## config.mk

```make
export PLATFORM = sky130hd
export DESIGN_NAME = stc_ctrl
export DESIGN_NICKNAME = d
export VERILOG_FILES = /design/src/hdl/stc_pkg.sv /design/src/hdl/stc_ctrl.sv
export SDC_FILE = /design/constraint.sdc
export NUM_CORES = 1
export LEC_CHECK = 0
export BUFFER_PORTS_ARGS = -buffer_cell sky130_fd_sc_hd__buf_2
export CORE_AREA = 5 5 42 44
export CTS_CLUSTER_SIZE = 24
export DETAILED_ROUTE_END_ITERATION = 12
export DIE_AREA = 0 0 47 49
export PLACE_DENSITY = 0.65
export RECOVER_POWER = 25
export SETUP_SLACK_MARGIN = 0.02
export SLEW_MARGIN = 25
export SYNTH_ARGS = -nofsm -noshare
export SYNTH_HDL_FRONTEND = slang
export SYNTH_SLANG_ARGS = --single-unit
export TNS_END_PERCENT = 5
```

## constraint.sdc

```tcl
create_clock -name clk_i -period 1.3 [get_ports clk_i]
set_input_delay 0.13 -clock clk_i [delete_from_list [all_inputs] [get_ports clk_i]]
set_output_delay 0.13 -clock clk_i [all_outputs]
set_load 0.05 [all_outputs]
```

## src/hdl/stc_pkg.sv

```systemverilog
// ----------------------------------------------------------------------------
// stc_pkg
// Shared types and constants for the spatial tile cache with farthest eviction.
// ----------------------------------------------------------------------------
package stc_pkg;

  localparam int unsigned PosW   = 24;
  localparam int unsigned CoordW = 26;
  localparam int unsigned WidthW = 16;
  localparam int unsigned OutIdxW = 4;
  localparam int unsigned QuotW  = 26;
  localparam int unsigned ScoreW = 28;
  localparam logic [WidthW-1:0] TileWidthReset = 16'd500;

  typedef enum logic [3:0] {
    ST_IDLE,
    ST_POINT,
    ST_DIV,
    ST_BOUND,
    ST_SCAN,
    ST_SCORE,
    ST_FILL,
    ST_RESULT
  } ctrl_state_e;

  // controller -> datapath
  typedef struct packed {
    logic load_pos;    // capture viewer position, reset neighbour counters
    logic make_point;  // form neighbour point from counters
    logic div_start;   // start the divider
    logic make_bounds; // turn quotients into tile bounds
    logic scan_start;  // clear scan pointer and hit/empty flags
    logic scan_step;   // inspect one slot
    logic score_start; // clear best score
    logic score_step;  // score one slot
    logic fill;        // write bounds into the chosen slot
    logic out_load;    // load the output register
    logic next_point;  // advance neighbour counters
  } stc_cmd_t;

  // datapath -> controller
  typedef struct packed {
    logic div_done;
    logic scan_end;
    logic found_hit;
    logic found_empty;
    logic score_end;
    logic last_point;
  } stc_sts_t;

endpackage

```

## src/hdl/stc_ctrl.sv

```systemverilog
// ----------------------------------------------------------------------------
// stc_ctrl
// Sequencer: nine points, each divide, scan; on a miss optional score, fill.
// ----------------------------------------------------------------------------
module stc_ctrl (
  input  logic              clk_i,
  input  logic              rst_ni,
  input  logic              in_valid_i,
  output logic              in_stall_o,
  input  logic              out_busy_i,
  input  stc_pkg::stc_sts_t sts_i,
  output stc_pkg::stc_cmd_t cmd_o,
  output logic              idle_o
);
  import stc_pkg::*;

  ctrl_state_e state_q, state_d;
  logic        started_q, started_d;

  always_comb begin
    state_d   = state_q;
    started_d = started_q;
    unique case (state_q)
      ST_IDLE:   if (in_valid_i) state_d = ST_POINT;
      ST_POINT:  begin
        state_d   = ST_DIV;
        started_d = 1'b0;
      end
      ST_DIV:    begin
        started_d = 1'b1;
        if (started_q && sts_i.div_done) state_d = ST_BOUND;
      end
      ST_BOUND:  state_d = ST_SCAN;
      ST_SCAN:   begin
        if (sts_i.found_hit) state_d = ST_RESULT;
        else if (sts_i.scan_end) state_d = sts_i.found_empty ? ST_FILL : ST_SCORE;
      end
      ST_SCORE:  if (sts_i.score_end) state_d = ST_FILL;
      ST_FILL:   state_d = ST_RESULT;
      ST_RESULT: if (!out_busy_i) state_d = sts_i.last_point ? ST_IDLE : ST_POINT;
      default:   state_d = ST_IDLE;
    endcase
  end

  always_comb begin
    cmd_o      = '0;
    in_stall_o = 1'b1;
    idle_o     = 1'b0;
    unique case (state_q)
      ST_IDLE:   begin
        in_stall_o    = 1'b0;
        idle_o        = 1'b1;
        cmd_o.load_pos = in_valid_i;
      end
      ST_POINT:  cmd_o.make_point = 1'b1;
      ST_DIV:    cmd_o.div_start = !started_q;
      ST_BOUND:  begin
        cmd_o.make_bounds = 1'b1;
        cmd_o.scan_start  = 1'b1;
      end
      ST_SCAN:   begin
        cmd_o.scan_step   = !sts_i.found_hit && !sts_i.scan_end;
        cmd_o.score_start = 1'b1;
      end
      ST_SCORE:  cmd_o.score_step = !sts_i.score_end;
      ST_FILL:   cmd_o.fill = 1'b1;
      ST_RESULT: begin
        cmd_o.out_load   = !out_busy_i;
        cmd_o.next_point = !out_busy_i;
      end
      default:   ;
    endcase
  end

  always_ff @(posedge clk_i or negedge rst_ni) begin
    if (!rst_ni) begin
      state_q   <= ST_IDLE;
      started_q <= 1'b0;
    end else begin
      state_q   <= state_d;
      started_q <= started_d;
    end
  end

  a_stall_busy: assert property (@(posedge clk_i) disable iff (!rst_ni)
    (state_q != ST_IDLE) |-> in_stall_o)
    else $error("input taken while busy");
  a_fill_once: assert property (@(posedge clk_i) disable iff (!rst_ni)
    cmd_o.fill |=> !cmd_o.fill)
    else $error("double fill");
  a_scan_leads: assert property (@(posedge clk_i) disable iff (!rst_ni)
    (state_q == ST_SCORE) |-> ($past(state_q) == ST_SCAN || $past(state_q) == ST_SCORE))
    else $error("score without scan");

endmodule

```

==> results of run 1 <==
## per-layer routing
metal  vias up  routed length [um]  global-route usage
met5         -                   0                   0
met4         0                   0             0.02765
met3         0                  84             0.05904
met2        14                 625              0.1810
met1       209                 481              0.1403
li1        214                   -                   -
## flip-flops by register name, indices dropped and copies added, names as in the netlist
register and count:
state_q 3, started_q 1
## cell type report
class	count	area share
Tap cell	16	0.02749
Multi-Input combinational cell	29	0.4038
Timing Repair Buffer	32	0.3677
Clock buffer	3	0.03093
Inverter	4	0.03093
Sequential cell	4	0.1392
## final timing paths
| path | startpoint | end | slack (ns) | depth (start not counted) |
|---|---|---|---|---|
| min reg2reg | started_q$_DFFE_PN0P_ | started_q$_DFFE_PN0P_ | 0.66 | 3 |
| min in group asynchronous | rst_ni | state_q[0]$_DFFE_PN0P_ | 0.26 | 2 |
| max | state_q[1]$_DFFE_PN0P_ | cmd_o[5] | -0.21 | 3 |
| max reg2reg | state_q[1]$_DFFE_PN0P_ | state_q[0]$_DFFE_PN0P_ | -0.01 | 3 |
| min | sts_i[0] | state_q[0]$_DFFE_PN0P_ | 0.19 | 3 |
| max in group asynchronous | rst_ni | state_q[1]$_DFFE_PN0P_ | 0.83 | 2 |
## placed cells by master, fill, tap and decap left out, drive strengths merged
cell | netlist | routed
o2111ai | 1 | 1
nand2 | 1 | 1
o31ai | 1 | 1
a21oi | 3 | 3
or4bb | 1 | 1
nor3 | 5 | 5
and3 | 1 | 1
o21a | 1 | 1
clkbuf | 0 | 4
dlygate4sd3 | 0 | 1
or3b | 1 | 1
o311ai | 1 | 1
a21o | 1 | 1
nor4 | 1 | 1
a2111oi | 1 | 1
nor2 | 3 | 3
o221ai | 1 | 1
inv | 4 | 4
o21ai | 2 | 2
buf | 5 | 30
and2 | 1 | 1
nand3 | 1 | 1
nand2b | 2 | 2
dfrtp | 4 | 4
## cell families (layout without fill, tap and decap cells)
logic type / Yosys count / after routing / share of synthesized area
compound gates: 12 / 12 / 0.2910
buf+inv: 9 / 39 / 0.1505
flops: 4 / 4 / 0.2676
simple gates: 17 / 17 / 0.2910
## worst max-delay path, stage by stage, from the launching register on
cell and delay [ns]:
sky130_fd_sc_hd__dfrtp_2 0.43, sky130_fd_sc_hd__or3b_4 0.41, sky130_fd_sc_hd__nor3_4 0.13, sky130_fd_sc_hd__buf_6 0.18
## power by group through the flow
stage          combinational (W)  sequential, W  clock, W
2_1_floorplan            0.00102       0.000217         0
3_3_place_gp             0.00128       0.000230         0
6_report                 0.00153       0.000238  0.000153
4_1_cts                  0.00149       0.000233  0.000157
5_1_grt                  0.00162       0.000248  0.000167
3_5_place_dp             0.00128       0.000231         0
## what timing repair did
item                                    4_1_cts  5_1_grt
hold endpoints to repair                      4        0
pin swaps                                     3        0
buffers inserted                              1        0
hold buffers                                  1        0
gates resized for setup                      27        6
endpoints found under the setup margin       14       14
## stage by stage
| step | instance area (sq um) | power, W | setup WS [ns] |
|---|---|---|---|
| floorplan | 435.4 | 0.001240 | -0.2433 |
| global placement | 580.6 | 0.001510 | -0.01431 |
| CTS | 709.4 | 0.001880 | -0.2223 |
| detailed placement | 580.6 | 0.001514 | -0.04974 |
| finish | 728.2 | 0.001925 | -0.2110 |
| global route | 728.2 | 0.002036 | -0.2528 |
==> run_results.csv, run 1 <==
group,metric,value,unit
outcome,status,"complete, but fails checks",
outcome,violations,"setup timing",
floorplanning,initial_core_util,0.2670,
logic_synthesis,synth.largest_area_cell,"sky130_fd_sc_hd__dfrtp_1",
clock_network,cts_tree,"built",
logic_synthesis,synthesis.nets,52,
logic_synthesis,postSynthAreaPerCell,8.907,sq um
timing,maxClockFrequency,661.8,MHz
logic_synthesis,synth.yosys.warnings,0,
clock_network,insertion_delay,0.23,ns
logic_synthesis,synth-edff-count,0,
floorplanning,floorplan.rows,14,
layout,sequential_cell_area,101.3,sq um
timing,final-max-slew-violation-count,0,
floorplanning,die_x,47,um
worst_setup_path,crit_arrival,1.38,ns
routing,antenna_violating_nets_post_route,0,
global_route,grt-ovfl-total,0,
worst_hold_path,worstHoldPathType,"in -> reg",
logic_synthesis,synth_flop_cell,"sky130_fd_sc_hd__dfrtp_1",
placement,dp_hpwl,891.4,um
layout,layout.cells.non_filler,88,
pwr,netSwitchingPower,0.001027,W
layout,num_antenna_cells,0,
placement,dp_cells,83,
global_route,grt_max_degree,9,
worst_setup_path,cp_max_fo,6,
timing,setup_viol,13,
logic_synthesis,async_flop_share,1.000,
pwr,cellLeakagePower,0.3220,nW
timing,worst_slew_pin_slew,0.2540,ns
layout,fillerInstances,138,
logic_synthesis,synth.top_cells.by_area,"sky130_fd_sc_hd__dfrtp_1 (27%), sky130_fd_sc_hd__a2111oi_4 (7.4%), sky130_fd_sc_hd__buf_4 (6.0%)",
timing,fin_worst_skew,0.002577,ns
timing,final.period_utilization,1.162,
routing,tritonroute_pass_1_iters,1,
routing,vias,437,
routing,drt_wl_total,1191,um
global_route,first_global_vias,463,
timing,layout_setup_ws,-0.2110,ns
logic_synthesis,syn-instance-count,42,
floorplanning,core,0.001401,sq mm
worst_setup_path,timing.critical_path.from_type,"flip-flop",
routing,drt_drc_violations_left,0,
routing,routed_wire_length_per_instance,13.53,um
pwr,worst_ir_drop_vdd,0.001373,V
routing,initialDrtViolationCount,0,
global_route,grt_resource_usage_total,0.1167,
floorplanning,floorplan.io_pins,23,
layout,design.final.nets,84,
clock_network,cts_buffer_depth,2,
clock_network,clock-root-buffer,"sky130_fd_sc_hd__clkbuf_4",
worst_setup_path,worstPathRequired,1.17,ns
timing,fin_worst_hold_slack,0.1944,ns
timing,grt_setup_unrepaired,"true",
layout,multi_input_area,294.0,sq um
logic_synthesis,yosys_register_bits,4,
timing,final.setup.tns,-1.184,ns
pwr,clockPowerShare,0.079,
logic_synthesis,synthTopCellsByCount,"sky130_fd_sc_hd__dfrtp_1 (4), sky130_fd_sc_hd__nor3_1 (4)",
global_route,antenna_found_initial,0,
layout,utilization,0.5196,
pwr,power.density,2643,mW/mm^2
routing,drt-vias-per-instance,4.966,
worst_setup_path,crit_path_end_kind,"output port",
layout,final_layout_size_suffix_gt1_frac,0.6944,
pwr,sequentialPowerShare,0.123,
clock_network,htree_levels,1,
global_route,grt_first_pass_wirelength,1973,um
placement,portBuffers,22,
timing,hold_viol,0,
logic_synthesis,syn-cell-area,374.1,sq um
timing,finalCriticalPeriod,1.511,ns
pwr,power_report.internal_total,0.0008976,W
clock_network,number_of_buffers_created_by_cts,3,
pwr,power_frac_comb,0.797,
clock_network,clkSlewWorstSetupHoldPaths,0.04,ns
logic_synthesis,yosysUniqueCellTypes,27,
logic_synthesis,ys_seq_area_frac,0.2676,
clock_network,sink_count_of_the_clock_tree,4,
pwr,switching_part_of_the_total,0.5336,
placement,globalplace.congestion,0.8037,
floorplanning,die-height,49,um
logic_synthesis,area_share_of_the_largest_cell_type_after_synthesis,0.2676,
floorplanning,die_area,0.002303,sq mm
layout,synthToLayoutAreaGrowth,94.65,%
run,drv.max_cap_violation_count,0,
timing,worst_slew_margin_rel,0.8305,
worst_setup_path,worst-setup-path-type,"reg -> out",
Power figures use the tool's default switching activity.
==> run 2, diff against run 1 <==
clock period = 2 ns   (was 1.3 ns; I/O delays follow)
==> run 2 against run 1 <==
  * The flow now finishes without violations
  * Global-route usage decreased by 2.1 points
  * Count of clock-buffer cells in the layout stayed put
  * Flip-flop and latch count stayed put
  * Worst hold slack better by 0.063 ns
  * Clock power is 35% lower
  * Highest routed layer unchanged
==> run_results.csv, run 2 (synthesis results as in run 1) <==
group,metric,value,unit
outcome,status,"complete, no violations",
layout,mostFrequentLayoutCell,"sky130_fd_sc_hd__buf_2",
layout,regMostFlops,"state_q",
layout,fillerInstances,166,
worst_setup_path,cp_max_fo,12,
floorplanning,die_area,0.002303,sq mm
worst_setup_path,crit_arrival,1.56,ns
timing,hold_viol,0,
worst_setup_path,timing.critical_path.cells,"or3b_4 -> nor3_1 -> buf_2",
layout,utilization,0.3688,
clock_network,postCtsSetupBuffers,0,
timing,maxClockFrequency,568.4,MHz
routing,tritonroute_pass_1_iters,3,
worst_hold_path,hold_path_depth,3,
global_route,antenna_found_initial,0,
placement,globalplace.congestion,0.7609,
timing,fin_worst_skew,0.003612,ns
routing,drt_wl_total,942,um
timing,finalCriticalPeriod,1.759,ns
timing,fin_worst_hold_slack,0.2570,ns
global_route,grt-ovfl-total,0,
clock_network,sink_count_of_the_clock_tree,4,
routing,drt-vias-per-instance,4.914,
floorplanning,die_x,47,um
worst_setup_path,timing.critical_path.from_type,"flip-flop",
worst_setup_path,worst-setup-path-type,"reg -> out",
clock_network,clkSlewWorstSetupHoldPaths,0.04,ns
layout,commonest_non_fill_non_tap_cells_in_the_layout,"sky130_fd_sc_hd__buf_2 (21), sky130_fd_sc_hd__dfrtp_1 (4)",
worst_setup_path,worstPathRequired,1.80,ns
routing,antenna_violating_nets_post_route,0,
worst_setup_path,crit_slowest_cell,"sky130_fd_sc_hd__dfrtp_1",
worst_setup_path,critical_path.max_stage_delay,0.49,ns
timing,final-max-slew-violation-count,0,
pwr,cellLeakagePower,0.2530,nW
layout,largest_registers,"state_q (3), started_q (1)",
clock_network,cts_buffer_depth,2,
floorplanning,floorplan.io_pins,23,
worst_setup_path,crit_path_end_kind,"output port",
global_route,grt_first_pass_wirelength,1628,um
timing,worst_slew_pin_slew,0.3335,ns
global_route,grt_resource_usage_total,0.09527,
clock_network,htree_levels,1,
timing,setup_viol,0,
layout,synthToLayoutAreaGrowth,38.13,%
layout,design.final.nets,77,
clock_network,clock-root-buffer,"sky130_fd_sc_hd__clkbuf_4",
layout,final_layout_size_suffix_gt1_frac,0.5077,
timing,final.period_utilization,0.8797,
placement,dp_hpwl,776.8,um
floorplanning,die-height,49,um
pwr,total_power,0.0009224,W
floorplanning,core,0.001401,sq mm
layout,max_reg_flops,3,
clock_network,insertion_delay,0.23,ns
timing,grt_setup_unrepaired,"false",
timing,worst_slew_margin_rel,0.7777,
layout,num_antenna_cells,0,
global_route,grt_max_degree,13,
clock_network,cts_tree,"built",
pwr,power.density,1785,mW/mm^2
pwr,worst_ir_drop_vdd,0.0008362,V
routing,vias,398,
placement,portBuffers,22,
floorplanning,initial_core_util,0.2670,
floorplanning,floorplan.rows,14,
run,drv.max_cap_violation_count,0,
clock_network,number_of_buffers_created_by_cts,3,
worst_hold_path,worstHoldPathType,"in -> reg",
worst_setup_path,r2r.worst_path.cells,3,
routing,initialDrtViolationCount,3,
routing,drt_drc_violations_left,0,
routing,routed_wire_length_per_instance,11.63,um
global_route,first_global_vias,362,
run 2: cell types whose count changed in the layout (fill, tap and decap cells not counted), moves of 2 or more:
cell | before | now
sky130_fd_sc_hd__buf_2 | 8 | 21
sky130_fd_sc_hd__buf_4 | 10 | 2
sky130_fd_sc_hd__buf_6 | 11 | 0
sky130_fd_sc_hd__nor2_1 | 1 | 3
sky130_fd_sc_hd__nor3_1 | 0 | 3
sky130_fd_sc_hd__nor3_4 | 3 | 0
run 2: per-stage QoR:
stage          cell area (sq um)  TNS, ns  std cells  worst slack (ns)
2_1_floorplan              379.1  -0.3254         42           -0.3069
3_3_place_gp               485.5        0         77            0.4994
3_5_place_dp               485.5        0         77            0.4776
4_1_cts                    518.0        0         81            0.2337
5_1_grt                    516.7        0         81            0.1545
6_report                   516.7        0         81            0.2406
run 2: final timing paths:
check | slack, ns | start | to
hold / removal | 0.26 | out_busy_i | state_q[1]$_DFFE_PN0P_
setup reg to reg | 0.56 | state_q[1]$_DFFE_PN0P_ | state_q[0]$_DFFE_PN0P_
setup / recovery | 0.24 | state_q[1]$_DFFE_PN0P_ | cmd_o[5]
hold reg to reg | 0.60 | started_q$_DFFE_PN0P_ | started_q$_DFFE_PN0P_
max in group asynchronous | 1.50 | rst_ni | state_q[1]$_DFFE_PN0P_
min in group asynchronous | 0.32 | rst_ni | started_q$_DFFE_PN0P_
run 2: worst max-delay path, delay by kind of cell (launching register included):
kind | cells | cell delay, ns
buffers and inverters | 1 | 0.28
DFF | 1 | 0.49
and+or+nand+nor | 2 | 0.57
run 2: what timing repair did:
action                                 4_1_cts  5_1_grt
resized for setup                            0        0
endpoints found under the hold margin        4        0
hold buffers                                 1        0
run 2: where the power goes:
part,total (W),switching (W),internal [W]
sequential,0.000163,0.0000444,0.000118
combinational,0.000661,0.000464,0.000197
clock,0.0000989,0.0000318,0.0000671
total,0.000922,0.000540,0.000382
run 2: final cells by class:
cell class	count	area, sq um	share of cell area
inverters	4	17.52	0.03390
clock buffers	3	22.52	0.04358
repair buffers	25	133.9	0.2591
flip-flops and latches	4	100.1	0.1937
well taps	16	20.02	0.03874
multi-input cells	29	222.7	0.4310
run 2: routing by layer:
| layer | GRT usage | vias up | part of all wire |
|---|---|---|---|
| met5 | 0 | - | 0 |
| met4 | 0.02765 | 0 | 0 |
| met3 | 0.04797 | 0 | 0.087 |
| met2 | 0.1357 | 14 | 0.48 |
| met1 | 0.1239 | 184 | 0.44 |
| li1 | - | 200 | - |
